File: src/rtl/assert_macros.svh
// assertion macros for the job scheduler rtl
// no dependencies; included by the top level
`ifndef ASSERT_MACROS_SVH
`define ASSERT_MACROS_SVH
`ifndef SYNTHESIS
`define CHK_IMPL(label, clk, rst_n, ante, cons) \
    label: assert property (@(posedge clk) disable iff (!rst_n) (ante) |-> (cons)) \
        else $error("check failed");
`define CHK_NEXT(label, clk, rst_n, ante, cons) \
    label: assert property (@(posedge clk) disable iff (!rst_n) (ante) |=> (cons)) \
        else $error("check failed");
`else
`define CHK_IMPL(label, clk, rst_n, ante, cons)
`define CHK_NEXT(label, clk, rst_n, ante, cons)
`endif
`endif

File: src/rtl/tdjs_pkg.sv
// shared types and constants for the job scheduler
// no dependencies
package tdjs_pkg;
    localparam int QueueDepth = 16;

    localparam logic [1:0] ModeFcfs = 2'd0;
    localparam logic [1:0] ModeSrtf = 2'd1;
    localparam logic [1:0] ModePrio = 2'd2;

    localparam logic [1:0] StDone     = 2'd0;
    localparam logic [1:0] StFull     = 2'd1;
    localparam logic [1:0] StZeroBurst = 2'd2;

    localparam logic OpAdmit = 1'b0;
    localparam logic OpTick  = 1'b1;

    // classified command between front and back
    typedef struct packed {
        logic        reject;
        logic [1:0]  status;
        logic        tick;
        logic [7:0]  job_id;
        logic [15:0] burst;
        logic [7:0]  job_priority;
    } t_cmd;

    typedef struct packed {
        logic [1:0]  status;
        logic [7:0]  done_id;
        logic [31:0] completion_time;
        logic [31:0] turnaround;
        logic [31:0] waiting;
    } t_res;
endpackage

File: src/rtl/tdjs_front.sv
// front end: accepts items, classifies admits against zero burst
// depends on tdjs_pkg
module tdjs_front (
    input  logic             i_clk,
    input  logic             i_rst_n,
    input  logic             i_valid,
    output logic             o_ready,
    input  logic             i_operation,
    input  logic [7:0]       i_job_id,
    input  logic [15:0]      i_burst,
    input  logic [7:0]       i_job_priority,
    output logic             o_cmd_valid,
    output tdjs_pkg::t_cmd   o_cmd,
    input  logic             i_cmd_ready
);
    // two-entry queue
    tdjs_pkg::t_cmd r_q [2];
    logic           r_wp, r_rp;
    logic [1:0]     r_cnt, n_cnt;
    tdjs_pkg::t_cmd w_c;
    logic           w_push, w_pop;

    always_comb begin
        w_c.tick         = (i_operation == tdjs_pkg::OpTick);
        w_c.reject       = (i_operation == tdjs_pkg::OpAdmit) && (i_burst == 16'd0);
        w_c.status       = tdjs_pkg::StZeroBurst;
        w_c.job_id       = i_job_id;
        w_c.burst        = i_burst;
        w_c.job_priority = i_job_priority;
    end

    assign o_ready     = (r_cnt != 2'd2);
    assign w_push      = i_valid && o_ready;
    assign o_cmd_valid = (r_cnt != 2'd0);
    assign w_pop       = o_cmd_valid && i_cmd_ready;
    assign o_cmd       = r_q[r_rp];
    assign n_cnt       = r_cnt + {1'b0, w_push} - {1'b0, w_pop};

    always_ff @(posedge i_clk) begin
        if (!i_rst_n) begin
            r_wp  <= 1'b0;
            r_rp  <= 1'b0;
            r_cnt <= 2'd0;
        end else begin
            r_cnt <= n_cnt;
            if (w_push) r_wp <= ~r_wp;
            if (w_pop)  r_rp <= ~r_rp;
        end
    end

    always_ff @(posedge i_clk) begin
        if (w_push) r_q[r_wp] <= w_c;
    end
endmodule

File: src/rtl/tdjs_back.sv
// back end: job table, sequential pick scan, compaction, result register
// depends on tdjs_pkg
module tdjs_back #(
    parameter int QUEUE_DEPTH = tdjs_pkg::QueueDepth
) (
    input  logic             i_clk,
    input  logic             i_rst_n,
    input  logic [1:0]       i_mode,
    input  logic             i_cmd_valid,
    input  tdjs_pkg::t_cmd   i_cmd,
    output logic             o_cmd_ready,
    output logic             o_valid,
    input  logic             i_ready,
    output tdjs_pkg::t_res   o_res,
    output logic             o_busy
);
    localparam int IW = (QUEUE_DEPTH > 1) ? $clog2(QUEUE_DEPTH) : 1;
    localparam int CW = $clog2(QUEUE_DEPTH + 1);
    localparam logic [CW-1:0] DepthC = CW'(QUEUE_DEPTH);

    localparam logic [2:0] SIdle  = 3'd0;
    localparam logic [2:0] SScan  = 3'd1;
    localparam logic [2:0] SDec   = 3'd2;
    localparam logic [2:0] SShift = 3'd3;
    localparam logic [2:0] SOut   = 3'd4;

    logic [7:0]  r_id   [QUEUE_DEPTH];
    logic [15:0] r_rem  [QUEUE_DEPTH];
    logic [15:0] r_bst  [QUEUE_DEPTH];
    logic [31:0] r_arr  [QUEUE_DEPTH];
    logic [7:0]  r_pri  [QUEUE_DEPTH];

    logic [2:0]    r_st;
    logic [CW-1:0] r_cnt;
    logic [31:0]   r_time;
    logic [CW-1:0] r_i;
    logic [IW-1:0] r_best;
    logic [15:0]   r_key;
    logic          r_ov;
    tdjs_pkg::t_res r_res, n_res;

    logic [IW-1:0] w_i;
    logic [15:0]   w_key;
    logic          w_take;
    logic [31:0]   w_ct, w_tat;

    assign w_i = r_i[IW-1:0];
    assign w_key = (i_mode == tdjs_pkg::ModeSrtf) ? r_rem[w_i]
                 : {8'd0, r_pri[w_i]};
    assign w_take = ((i_mode == tdjs_pkg::ModeSrtf) || (i_mode == tdjs_pkg::ModePrio))
                    && (w_key < r_key);
    assign w_ct  = r_time + 32'd1;
    assign w_tat = w_ct - r_arr[r_best];

    assign o_cmd_ready = (r_st == SIdle) && !r_ov;
    assign o_valid = r_ov;
    assign o_res   = r_res;
    assign o_busy  = (r_st != SIdle) || r_ov;

    always_comb begin
        n_res.status          = tdjs_pkg::StDone;
        n_res.done_id         = r_id[r_best];
        n_res.completion_time = w_ct;
        n_res.turnaround      = w_tat;
        n_res.waiting         = w_tat - {16'd0, r_bst[r_best]};
    end

    always_ff @(posedge i_clk) begin
        if (!i_rst_n) begin
            r_st   <= SIdle;
            r_cnt  <= '0;
            r_time <= '0;
            r_ov   <= 1'b0;
            r_i    <= '0;
            r_best <= '0;
            r_key  <= '0;
        end else begin
            if (r_ov && i_ready) r_ov <= 1'b0;
            case (r_st)
                SIdle: begin
                    if (i_cmd_valid && !r_ov) begin
                        if (!i_cmd.tick) begin
                            if (i_cmd.reject || r_cnt >= DepthC) begin
                                r_ov <= 1'b1;
                                r_res.status <= i_cmd.reject ? i_cmd.status
                                                             : tdjs_pkg::StFull;
                                r_res.done_id <= i_cmd.job_id;
                                r_res.completion_time <= '0;
                                r_res.turnaround <= '0;
                                r_res.waiting <= '0;
                            end else begin
                                r_id[r_cnt[IW-1:0]]  <= i_cmd.job_id;
                                r_rem[r_cnt[IW-1:0]] <= i_cmd.burst;
                                r_bst[r_cnt[IW-1:0]] <= i_cmd.burst;
                                r_arr[r_cnt[IW-1:0]] <= r_time;
                                r_pri[r_cnt[IW-1:0]] <= i_cmd.job_priority;
                                r_cnt <= r_cnt + CW'(1);
                            end
                        end else if (r_cnt == '0) begin
                            r_time <= r_time + 32'd1;
                        end else begin
                            r_i    <= '0;
                            r_best <= '0;
                            r_key  <= 16'hffff;
                            r_st   <= SScan;
                        end
                    end
                end
                SScan: begin
                    // one entry per cycle, strict less keeps the earliest
                    if (r_i == '0 || w_take) begin
                        r_best <= w_i;
                        r_key  <= w_key;
                    end
                    if (r_i + CW'(1) >= r_cnt) r_st <= SDec;
                    r_i <= r_i + CW'(1);
                end
                SDec: begin
                    r_rem[r_best] <= r_rem[r_best] - 16'd1;
                    if (r_rem[r_best] == 16'd1) begin
                        r_res <= n_res;
                        r_i   <= CW'(r_best);
                        r_st  <= SOut;
                    end else begin
                        r_time <= w_ct;
                        r_st   <= SIdle;
                    end
                end
                SOut: begin
                    if (!r_ov) begin
                        r_ov <= 1'b1;
                        r_st <= SShift;
                    end
                end
                SShift: begin
                    // compact the table one entry per cycle
                    if (r_i + CW'(1) < r_cnt) begin
                        r_id[w_i]  <= r_id[w_i + IW'(1)];
                        r_rem[w_i] <= r_rem[w_i + IW'(1)];
                        r_bst[w_i] <= r_bst[w_i + IW'(1)];
                        r_arr[w_i] <= r_arr[w_i + IW'(1)];
                        r_pri[w_i] <= r_pri[w_i + IW'(1)];
                        r_i <= r_i + CW'(1);
                    end else begin
                        r_cnt  <= r_cnt - CW'(1);
                        r_time <= w_ct;
                        r_st   <= SIdle;
                    end
                end
                default: r_st <= SIdle;
            endcase
        end
    end
endmodule

File: src/rtl/tick_driven_job_scheduler.sv
// top level of the tick driven job scheduler: mode register, front, back
// depends on tdjs_pkg, tdjs_front, tdjs_back, assert_macros.svh
//
// channel  | handshake            | payload
// input    | i_valid / o_ready    | i_operation i_job_id i_burst i_job_priority
// output   | o_valid / i_ready    | o_status o_done_id o_completion_time o_turnaround o_waiting
// config   | i_cfg_we             | i_cfg_data (mode)
//
// an admit is stored straight from the idle state; a tick scans the n stored jobs,
// decrements the chosen one and, when a job finishes, outputs its result and compacts the table
// the back end works one transaction at a time; a two-entry queue buffers the front
// the output register holds a result until taken, stalling the back end only then
// synchronous active-low reset empties the table and clears the time
`include "assert_macros.svh"
module tick_driven_job_scheduler #(
    parameter int QUEUE_DEPTH = tdjs_pkg::QueueDepth
) (
    input  logic        i_clk,
    input  logic        i_rst_n,
    input  logic        i_cfg_we,
    input  logic [1:0]  i_cfg_data,
    input  logic        i_valid,
    output logic        o_ready,
    input  logic        i_operation,
    input  logic [7:0]  i_job_id,
    input  logic [15:0] i_burst,
    input  logic [7:0]  i_job_priority,
    output logic        o_valid,
    input  logic        i_ready,
    output logic [1:0]  o_status,
    output logic [7:0]  o_done_id,
    output logic [31:0] o_completion_time,
    output logic [31:0] o_turnaround,
    output logic [31:0] o_waiting
);
    logic [1:0]     r_mode;
    logic           w_cmd_valid, w_cmd_ready, w_busy;
    tdjs_pkg::t_cmd w_cmd;
    tdjs_pkg::t_res w_res;

    always_ff @(posedge i_clk) begin
        if (!i_rst_n) r_mode <= tdjs_pkg::ModeFcfs;
        else if (i_cfg_we) r_mode <= i_cfg_data;
    end

    tdjs_front u_front (
        .i_clk, .i_rst_n, .i_valid, .o_ready, .i_operation, .i_job_id, .i_burst,
        .i_job_priority, .o_cmd_valid(w_cmd_valid), .o_cmd(w_cmd),
        .i_cmd_ready(w_cmd_ready)
    );

    tdjs_back #(.QUEUE_DEPTH(QUEUE_DEPTH)) u_back (
        .i_clk, .i_rst_n, .i_mode(r_mode), .i_cmd_valid(w_cmd_valid), .i_cmd(w_cmd),
        .o_cmd_ready(w_cmd_ready), .o_valid, .i_ready, .o_res(w_res), .o_busy(w_busy)
    );

    assign o_status          = w_res.status;
    assign o_done_id         = w_res.done_id;
    assign o_completion_time = w_res.completion_time;
    assign o_turnaround      = w_res.turnaround;
    assign o_waiting         = w_res.waiting;

    `CHK_IMPL(a_valid_busy, i_clk, i_rst_n, o_valid, w_busy)
    `CHK_IMPL(a_done_times, i_clk, i_rst_n, o_valid && o_status == tdjs_pkg::StDone,
        o_turnaround - o_waiting != 32'd0)
    `CHK_NEXT(a_no_take_busy, i_clk, i_rst_n, w_cmd_valid && w_cmd_ready, w_busy || !o_valid)
endmodule

File: config.mk
export PLATFORM = sky130hd
export DESIGN_NAME = tick_driven_job_scheduler
export DESIGN_NICKNAME = d
export VERILOG_FILES = /design/src/rtl/tdjs_pkg.sv /design/src/rtl/tdjs_front.sv /design/src/rtl/tdjs_back.sv /design/src/rtl/tick_driven_job_scheduler.sv
export VERILOG_INCLUDE_DIRS = /design/src /design/src/rtl
export SDC_FILE = /design/constraint.sdc
export NUM_CORES = 2
export LEC_CHECK = 0
export BUFFER_PORTS_ARGS = -buffer_cell sky130_fd_sc_hd__buf_4
export CORE_AREA = 10 10 398 400
export CTS_BUF_LIST = sky130_fd_sc_hd__clkbuf_4 sky130_fd_sc_hd__clkbuf_8
export DETAILED_ROUTE_END_ITERATION = 16
export DIE_AREA = 0 0 408 410
export PLACE_DENSITY = 0.66
export SKIP_LAST_GASP = 1
export SLEW_MARGIN = 40
export SYNTH_ARGS = -nofsm -noshare
export SYNTH_HDL_FRONTEND = slang
export SYNTH_SLANG_ARGS = --single-unit
File: constraint.sdc
create_clock -name i_clk -period 17.8 [get_ports i_clk]
set_input_delay 3.56 -clock i_clk [delete_from_list [all_inputs] [get_ports i_clk]]
set_output_delay 3.56 -clock i_clk [all_outputs]
set_load 0.1 [all_outputs]
==> impl_results.md <==
- Routed len/inst: roughly 31 um
- Via density: approximately 6.6
- Placer Congestion: roughly 0.90
- Synth-to-layout area growth: 12.1%
- # resized after CTS: 0
- Fmax: between 100 and 150 MHz
- Top-area cell type share of the netlist area: 58.4%
- Worst-case clock buffer depth: 3
- Dpl hpwl: approximately 120 mm
- Required time of the critical path: 18,500 ps
- Core area: 0.151 mm2
- Drt drc: 0
- Initial antenna violation count: 6
- Overflow after GRT: 0
- DR pass1 iterations: 6
- WHS Path Cells: 2
- Fin cells: between 6,000 and 7,000
- FF-to-FF path depth: 22
- Syn Nets: 4,202
- Yosys cell types: 89
- Most frequent cells after synthesis: 1,454 x edfxtp_1, 872 x mux4_2, 226 x nor2_1, 213 x nand2_1, 175 x clkbuf_1
- Top_reg_cell synth: edfxtp_1
- Largest net degree at the start of global routing: 125
- # rows: between 100 and 150
- Critical path type: reg2reg
- Clock transition at path regs: roughly 60 ps
- Startpoint Class: register
- Final net count: 4,425
- Outcome: finished, final reports clean
- R2R Setup Slk: approximately 10000 ps
- Final Cycle Share: 44.8%
- Final setup viols: 0
- Crit path arrival time: slightly below 9000 ps
- Routed WL: 203 mm
- Number of global-route vias before repair: 43,800
- Initial DRC Count: between 4,000 and 5,000
- Starting Density: 49.6%
- Hold Crit Class: reg2reg
- Pwr Total: about 8.7 mW
- I/O pin total: roughly 150
- Maximum vdd drop: roughly 70 uV
- Final total negative setup slack: 0 ps
- Root Driver: clkbuf_8
- Seq/Total Area, Yosys: about 60%
- PwrDens: roughly 100 mW/mm2
- Total of max-cap violations: 0
- Max FO, Critical Path: 50
- Min Clock Period, post-route: between 7000 and 8000 ps
- Die area: between 0.15 and 0.2 mm2
- First-pass GRT wire length: 300 mm
- DR vias: around 43,000
- Hold Vio Cnt, Final: 0
- Leading area contributor after synthesis: edfxtp_1
- Hold Buf Count CTS: 0
- Pleak: between 20 and 30 nW
- Antenna viol nets, final: 0
- Die X: approximately 410 um
- Count of pins over their slew limit: 0
- CTS buffer count: between 200 and 250
- H-tree depth: 4
- Yosys warning count: 0
- Synthesized area: around 0.075 mm2
- #FFs+latches synth: 1,535
- Least-Margin Pin Slew: about 890 ps
- Clk_skew: approximately 35 ps
- RSZ-0062 raised after global routing: false
- TritonCTS clock tree: done
- # Post-CTS Setup Buffers: 0
- Most frequent cell after synthesis: edfxtp_1
- CP Capture Type: register
- Dominant cells by area after synthesis: edfxtp_1 58%, mux4_2 26%, dfxtp_1 2.2%, ha_1 1.3%, nor2_1 1.1%
- GRT Util Overall: roughly 24%
- Die H: just over 400 um
- Skew-Pair Late Insertion Delay: between 900 and 1000 ps
- Number of synthesized flops with an enable pin: 1,454
- DP Cell Count: between 6,000 and 7,000
- Cells after synthesis: slightly above 4,000
- Slew headroom: approximately two fifths
- Average size of a mapped cell: ~18 um2
- IO Port Bufs: approximately 150
- CTS sink cnt: ~1,500
- Layout cells sized above 1: between 30% and 40%
- Asr flop ratio synth: 0%
==> sequential cells by signal, summed over array words and instances, names as in the netlist, named ones only <==
signal / count
u_back.r_time: 32
u_back.o_valid: 1
u_back.r_id: 128
u_front.r_wp: 1
u_front.r_q: 68
u_back.r_bst: 256
u_back.r_i: 5
u_front.r_cnt: 2
u_back.r_pri: 128
u_back.r_cnt: 5
u_back.r_best: 4
u_front.r_rp: 1
u_back.o_res: 106
u_back.r_rem: 256
u_back.r_key: 16
u_back.r_arr: 512
u_back.r_st: 3
r_mode: 2
==> cell usage in the layout, fill, tap and decap left out, drive strengths merged, types with 8 or more instances in the layout <==
cell type / n
o21ai: 55
buf: 253
a21oi: 126
edfxtp: 1454
a31oi: 8
or3: 17
inv: 105
o211ai: 11
nor2: 226
nand2b: 19
nand2: 213
o21a: 17
ha: 77
xor2: 69
and2: 64
nor2b: 14
clkbuf: 303
bufinv: 15
and3: 17
o221a: 17
nand3: 39
nor4: 14
clkinv: 105
mux4: 877
nor3: 31
mux2i: 42
clkinvlp: 13
dfxtp: 81
mux2: 16
nand4: 18
a21o: 25
xnor2: 52
==> worst paths after layout <==
kind,startpoint,to
max,register,u_back.o_res[31]$_SDFFCE_PN0P_
min reg2reg,u_back.r_i[4]$_SDFFE_PN0P_,u_back.r_i[4]$_SDFFE_PN0P_
max reg2reg,register,u_back.o_res[31]$_SDFFCE_PN0P_
min,u_back.r_i[4]$_SDFFE_PN0P_,u_back.r_i[4]$_SDFFE_PN0P_
==> cell type report <==
cell class                 count  area (um2)
tap                         2030        2540
antenna                        4        10.0
fill                       11400       67000
timing repair buffer         253        2310
sequential                  1535       45300
clock inverter               136        1060
inverter                     102         383
multi-input combinational   2173       28500
clock buffer                 303        3790
==> power breakdown <==
part | switching, mW | internal (mW)
Combinational | 0.887 | 0.496
Clock | 1.41 | 1.61
Sequential | 0.0541 | 4.24
==> metrics by stage <==
| step | setup WS (ps) | hold slack [ps] | utilization, % | area, um2 |
|---|---|---|---|---|
| floorplan | 2850 | 460 | - | 74800 |
| global placement | 10040 | 485 | 51.9 | 78300 |
| detailed placement | 9980 | 492 | 52.3 | 78900 |
| CTS | 9970 | 507 | 55.5 | 83700 |
| global route | 9390 | 536 | 55.6 | 83900 |
| finish | 9830 | 506 | 55.6 | 83900 |
==> per-layer routing <==
metal | vias up | share of wire [%] | track usage, %
li1 | 17500 | - | -
met1 | 22700 | 40 | 33.1
met2 | 2211 | 48 | 38.8
met3 | 363 | 9.0 | 5.37
met4 | 4 | 3.0 | 7.37
met5 | - | 0.013 | 0
==> critical path, cell delays in order (launching register included) <==
cell and delay, ps:
dfxtp_4 740, buf_4 680, buf_4 770, mux4_2 350, mux4_2 330, ha_1 190, inv_1 60, fa_1 430
a21o_1 240, a311oi_1 610, o21ai_0 260, a21oi_1 230, xnor2_1 160, ha_1 310, a21oi_1 350, nand2b_1 100
o211a_1 250, o311ai_1 370, a21oi_2 150, o31ai_4 340, and2b_4 250, nand3b_2 90, mux2_4 300
==> logic make-up (layout without fill, tap and decap cells) <==
group | after synthesis | after routing | share of synthesized area, %
AOI/OAI and AO/OA | 333 | 333 | 2.97
adders and majority gates | 80 | 80 | 1.37
muxes | 935 | 935 | 27.2
and+or+nand+nor | 702 | 702 | 4.38
other | 0 | 4 | 0
DFF | 1535 | 1535 | 60.5
xor gates and xnor gates | 123 | 123 | 1.48
buffers and inverters | 374 | 794 | 2.02
Note: power is estimated with default switching activity, not from simulation.
